### config.mk
export PLATFORM = sky130hd
export DESIGN_NAME = dcts_search
export DESIGN_NICKNAME = d
export VERILOG_FILES = /design/src/hdl/dcts_pkg.sv /design/src/hdl/dcts_search.sv
export SDC_FILE = /design/constraint.sdc
export NUM_CORES = 1
export LEC_CHECK = 0
export BUFFER_PORTS_ARGS = -buffer_cell sky130_fd_sc_hd__buf_2
export CORE_MARGIN = 8
export CORE_UTILIZATION = 25
export DETAILED_ROUTE_END_ITERATION = 6
export PLACE_DENSITY = 0.44
export SLEW_MARGIN = 10
export SYNTH_ARGS = -nofsm -noshare
export SYNTH_HDL_FRONTEND = slang
export SYNTH_SLANG_ARGS = --single-unit
### constraint.sdc
create_clock -name clk -period 6.5 [get_ports clk]
set_clock_uncertainty 0.2 [all_clocks]
set_input_delay 0.325 -clock clk [delete_from_list [all_inputs] [get_ports clk]]
set_output_delay 0.325 -clock clk [all_outputs]
set_load 0.02 [all_outputs]
### src/hdl/dcts_pkg.sv
// Package: constants and types for the dependency-counting task scheduler.
package dcts_pkg;
	localparam int BLOCK_ENTRIES = 16;
	localparam int WAIT_DEPTH    = 8;
	localparam int QUEUE_DEPTH   = 64;
	localparam int NUM_CLASSES   = 2;
	localparam int HANDLE_BITS   = 16;

	localparam int NENT   = BLOCK_ENTRIES * NUM_CLASSES;
	localparam int EIDX_W = $clog2(NENT);
	localparam int BIDX_W = $clog2(BLOCK_ENTRIES);
	localparam int CLS_W  = (NUM_CLASSES > 1) ? $clog2(NUM_CLASSES) : 1;
	localparam int WIDX_W = (WAIT_DEPTH > 1) ? $clog2(WAIT_DEPTH) : 1;
	localparam int WLEN_W = $clog2(WAIT_DEPTH + 1);
	localparam int QIDX_W = $clog2(QUEUE_DEPTH);
	localparam int QCNT_W = $clog2(QUEUE_DEPTH + 1);
	localparam int WADDR_W = $clog2(NENT * WAIT_DEPTH);
	localparam int RADDR_W = $clog2(NUM_CLASSES * QUEUE_DEPTH);
	localparam logic [7:0] COUNT_MAX = 8'd255;

	localparam logic [2:0] REQ_DECLARE = 3'd0;
	localparam logic [2:0] REQ_SUBMIT  = 3'd1;
	localparam logic [2:0] REQ_GET     = 3'd2;
	localparam logic [2:0] REQ_RELEASE = 3'd3;
	localparam logic [2:0] REQ_QUERY   = 3'd4;

	localparam logic [2:0] ST_OK         = 3'd0;
	localparam logic [2:0] ST_TABLE_FULL = 3'd1;
	localparam logic [2:0] ST_WAIT_FULL  = 3'd2;
	localparam logic [2:0] ST_QUEUE_FULL = 3'd3;
	localparam logic [2:0] ST_UNKNOWN    = 3'd4;
	localparam logic [2:0] ST_COUNT_FULL = 3'd5;

	typedef struct packed {
		logic                  start;
		logic                  cls0;
		logic [CLS_W-1:0]      cls;
		logic [31:0]           key;
	} srch_req_t;

	typedef struct packed {
		logic                  done;
		logic                  hit;
		logic [EIDX_W-1:0]     hit_idx;
		logic                  free;
		logic [EIDX_W-1:0]     free_idx;
	} srch_rsp_t;
endpackage

### src/hdl/dcts_search.sv
// Block table search: walks one class's entries one per cycle with a shared comparator.
module dcts_search import dcts_pkg::*; (
	input  logic                  clk,
	input  logic                  arst_n,
	input  srch_req_t             req,
	input  logic [NENT-1:0]       valid,
	output logic [EIDX_W-1:0]     key_raddr,
	input  logic [31:0]           key_rdata,
	output srch_rsp_t             rsp
);
	logic                  busy_q, rdv_q, hit_q, free_q, done_q;
	logic [BIDX_W:0]       cnt_q;
	logic [EIDX_W-1:0]     base_q, cur_q, hit_idx_q, free_idx_q;
	logic [31:0]           key_q;
	logic [EIDX_W-1:0]     base_d;

	assign base_d = req.cls0 ? '0 : EIDX_W'(int'(req.cls) * BLOCK_ENTRIES);
	assign key_raddr = busy_q ? EIDX_W'(base_q + EIDX_W'(cnt_q)) : base_d;

	always_ff @(posedge clk or negedge arst_n) begin
		if (!arst_n) begin
			busy_q <= 1'b0;
			rdv_q  <= 1'b0;
			done_q <= 1'b0;
			hit_q  <= 1'b0;
			free_q <= 1'b0;
			cnt_q  <= '0;
		end else begin
			done_q <= 1'b0;
			if (req.start) begin
				busy_q <= 1'b1;
				rdv_q  <= 1'b0;
				hit_q  <= 1'b0;
				free_q <= 1'b0;
				cnt_q  <= '0;
				base_q <= base_d;
				key_q  <= req.key;
			end else if (busy_q) begin
				if (cnt_q < (BIDX_W+1)'(BLOCK_ENTRIES)) cnt_q <= cnt_q + 1'b1;
				rdv_q <= cnt_q < (BIDX_W+1)'(BLOCK_ENTRIES);
				cur_q <= key_raddr;
				if (rdv_q) begin
					if (valid[cur_q] && key_rdata == key_q && !hit_q) begin
						hit_q     <= 1'b1;
						hit_idx_q <= cur_q;
					end
					if (!valid[cur_q] && !free_q) begin
						free_q     <= 1'b1;
						free_idx_q <= cur_q;
					end
					if (cur_q == EIDX_W'(base_q + EIDX_W'(BLOCK_ENTRIES - 1))) begin
						busy_q <= 1'b0;
						done_q <= 1'b1;
					end
				end
			end
		end
	end

	assign rsp.done     = done_q;
	assign rsp.hit      = hit_q;
	assign rsp.hit_idx  = hit_idx_q;
	assign rsp.free     = free_q;
	assign rsp.free_idx = free_idx_q;
endmodule

==> results.toml <==
[clock_tree]
cts.reportedPaths.clkPinSlew_ns = 0.07
clkLatencyLatePin_ns = 0.33
cts-htree-levels = 3
root_buffer = "clkbuf_8"
tritoncts = "built"
cts_resized = 0
cts.sink_count = 58
cts_setup_buffers = 0
cts_max_path_buffers = 2
cts_made_buffers = 9

[setup_path]
r2r_setup_slack_ns = 3.81
crit_required_ns = 6.25
r2r_start = "cur_q[2]"
critPathKind = "in2reg"
cp_max_fo = 12
rr_worst_depth = 5
r2r-end = "hit_idx_q[1]"
endpoint_kind = "register"
start_kind = "input pin"
crit_arrival_ns = 2.44

[floorplan]
dieWidth_um = 122
rows = 38
die_area_mm2 = 0.0148
core_mm2 = 0.0109
initial_core_util = 0.256
pin_count = 119
chipHeight_um = 122

[power]
peakVddDrop_uv = 94.4
seqPwrFrac = 0.491
internal-power_uw = 691
swShare = 0.228
p_leak_nw = 1.61
switchingPower_uw = 205
p_clk_frac = 0.370
total_power_uw = 896
p_per_area_mw_per_mm2 = 223
power_frac_comb = 0.138

[routing]
drc = 0
wl_per_cell_um = 15.8
ant_nets = 0
drt_iter0_drc = 75
drt-total-wl_um = 7900
via_count = 2150
drtPass1Iterations = 5
via_per_inst = 4.29

[hold_path]
hp-class = "in2reg"
whs_path_depth = 2
worst_hold_startpoint = "req[33]"
min_to = "base_q[4]"

[finish]
antenna_cells = 0
fin_nets = 458
area_delta_synth_final_pct = 44.0
drive_gt1_frac = 0.388
fin_util = 0.369
post-route-cell-area_mm2 = 0.00402
final_cell_count_no_fill = 501

[placement]
dpl_cell_area_mm2 = 0.00349
io_buffers = 118
place_congestion = 0.784
hpwl_um = 6180
pre_cts_slack_ns = 3.78
dpl.cell_count = 452

[global_routing]
grt_max_degree = 34
antenna_found_initial = 0
grtUsageTotal = 0.107
grt_pass1_vias = 2474
grt_pass1_wl_um = 12200
grt_overflow = 0

[synth]
synthCells = 202
synth_cell_types = 39
synth_nets = 304
async_flop_share = 0.172
yosys_warnings = 0
syn_avg_cell_area_um2 = 13.8
synth_edf_count = 48
synth_seq_cells = 58
yosys_most_used_dff = "edfxtp_1"
synth_area_mm2 = 0.00279
ys_seq_area_frac = 0.606

[sta]
finalWorstSetupSlack_ns = 3.81
rsz0062_at_grt = "no"
hold_viol_final = 0
setup_viol = 0
min_period_over_period = 0.413
clock.fmax_mhz = 372
tightest_slew_ns = 0.708
final.min_clock_period_ns = 2.69
tns_ns = 0
drv_slew = 0
hold_slack_ns = 0.0874
maxSlewHeadroom = 0.524

[job]
maxCapViolations = 0

[status]
status = "complete, no violations"
[how the worst max path moves through the flow]
stage	start	end	slack, ns	depth (start not counted)
global placement	cur_q[2]	hit_idx_q[1]	3.82	5
finish	arst_n	hit_idx_q[1]	3.81	6
detailed placement	cur_q[2]	hit_idx_q[1]	3.78	5
global route	cur_q[2]	hit_idx_q[1]	3.55	5
floorplan	key_q[2]	hit_idx_q[0]	4.14	5
CTS	cur_q[2]	hit_idx_q[1]	3.76	5
[logic make-up after synthesis]
logic type	Yosys count	synth area share
XOR/XNOR	36	0.113
AO/OA/AOI/OAI	17	0.0421
multiplexers	11	0.0677
AND/OR/NAND/NOR	65	0.135
buffers and inverters	14	0.0323
adder cells (fa/ha/maj)	1	0.00448
flip-flops	58	0.606
[synthesized netlist by cell type, types with 2 or more instances]
master / n / share of area
nor2_1: 13 / 0.017
nand3_1: 4 / 0.0072
and2_1: 6 / 0.013
or4_1: 2 / 0.0054
mux2i_1: 2 / 0.0072
mux4_2: 2 / 0.016
o21ai_0: 3 / 0.0054
nand2_1: 5 / 0.0067
nand3b_1: 2 / 0.0054
nand4b_1: 2 / 0.0063
dfrtp_1: 10 / 0.090
o22ai_1: 3 / 0.0067
buf_6: 3 / 0.012
inv_1: 5 / 0.0067
nor3_1: 3 / 0.0054
mux2_2: 4 / 0.016
clkbuf_1: 2 / 0.0027
xnor2_1: 27 / 0.085
nor2b_1: 6 / 0.013
buf_4: 4 / 0.011
a211oi_1: 3 / 0.0081
edfxtp_1: 48 / 0.52
a2111oi_0: 2 / 0.0063
xor2_1: 9 / 0.028
nor4_1: 4 / 0.0090
mux4_1: 3 / 0.028
nand4_1: 13 / 0.029
[cells in the final DEF, fill, tap and decap left out, types with 9 or more instances in the layout]
| cell | netlist | layout |
|---|---|---|
| xor2_1 | 9 | 9 |
| dlygate4sd3_1 | 0 | 33 |
| xnor2_1 | 27 | 27 |
| buf_2 | 0 | 118 |
| nand4_1 | 13 | 13 |
| nor2_1 | 13 | 13 |
| dfrtp_1 | 10 | 10 |
| edfxtp_1 | 48 | 48 |
| clkbuf_8 | 0 | 11 |
[registers in the layout, summed over array words and instances, names as in the netlist]
| signal | flops |
|---|---|
| free_idx_q | 5 |
| free_q | 1 |
| done_q | 1 |
| cur_q | 5 |
| cnt_q | 5 |
| base_q | 1 |
| hit_idx_q | 5 |
| busy_q | 1 |
| key_q | 32 |
| hit_q | 1 |
| rdv_q | 1 |
[area by class of cell]
class | count | area (um^2)
Fill cell | 1090 | 6870
Clock inverter | 3 | 38.8
Timing Repair Buffer | 152 | 928
Tap cell | 140 | 175
Sequential cell | 58 | 1690
Multi-Input combinational cell | 130 | 1010
Inverter | 5 | 18.8
Clock buffer | 13 | 159
[worst max-delay path, stage by stage]
cell           delay [ns]
dlygate4sd3_1        0.51
buf_2                0.29
nand2_1              0.09
nor2_1               0.38
nand2_1              0.21
nor3_1               0.63
[power by group through the flow]
stage	sequential, mW	combinational (mW)	clock, mW
after floorplan	0.443	0.0635	0
after global placement	0.448	0.109	0
after detailed placement	0.448	0.110	0
after CTS	0.441	0.126	0.344
after global routing	0.443	0.136	0.360
final	0.440	0.124	0.332
[layer usage]
metal | track usage | vias up | part of all wire
li1 | - | 1072 | -
met1 | 0.119 | 1009 | 0.41
met2 | 0.189 | 61 | 0.53
met3 | 0.0301 | 8 | 0.045
met4 | 0.0432 | 0 | 0.012
met5 | 0 | - | 0
[what timing repair did]
item	CTS	global route
endpoints found under the hold margin	42	0
endpoints found under the setup margin	0	0
hold buffers	33	0
Note: power is estimated with default switching activity, not from simulation.
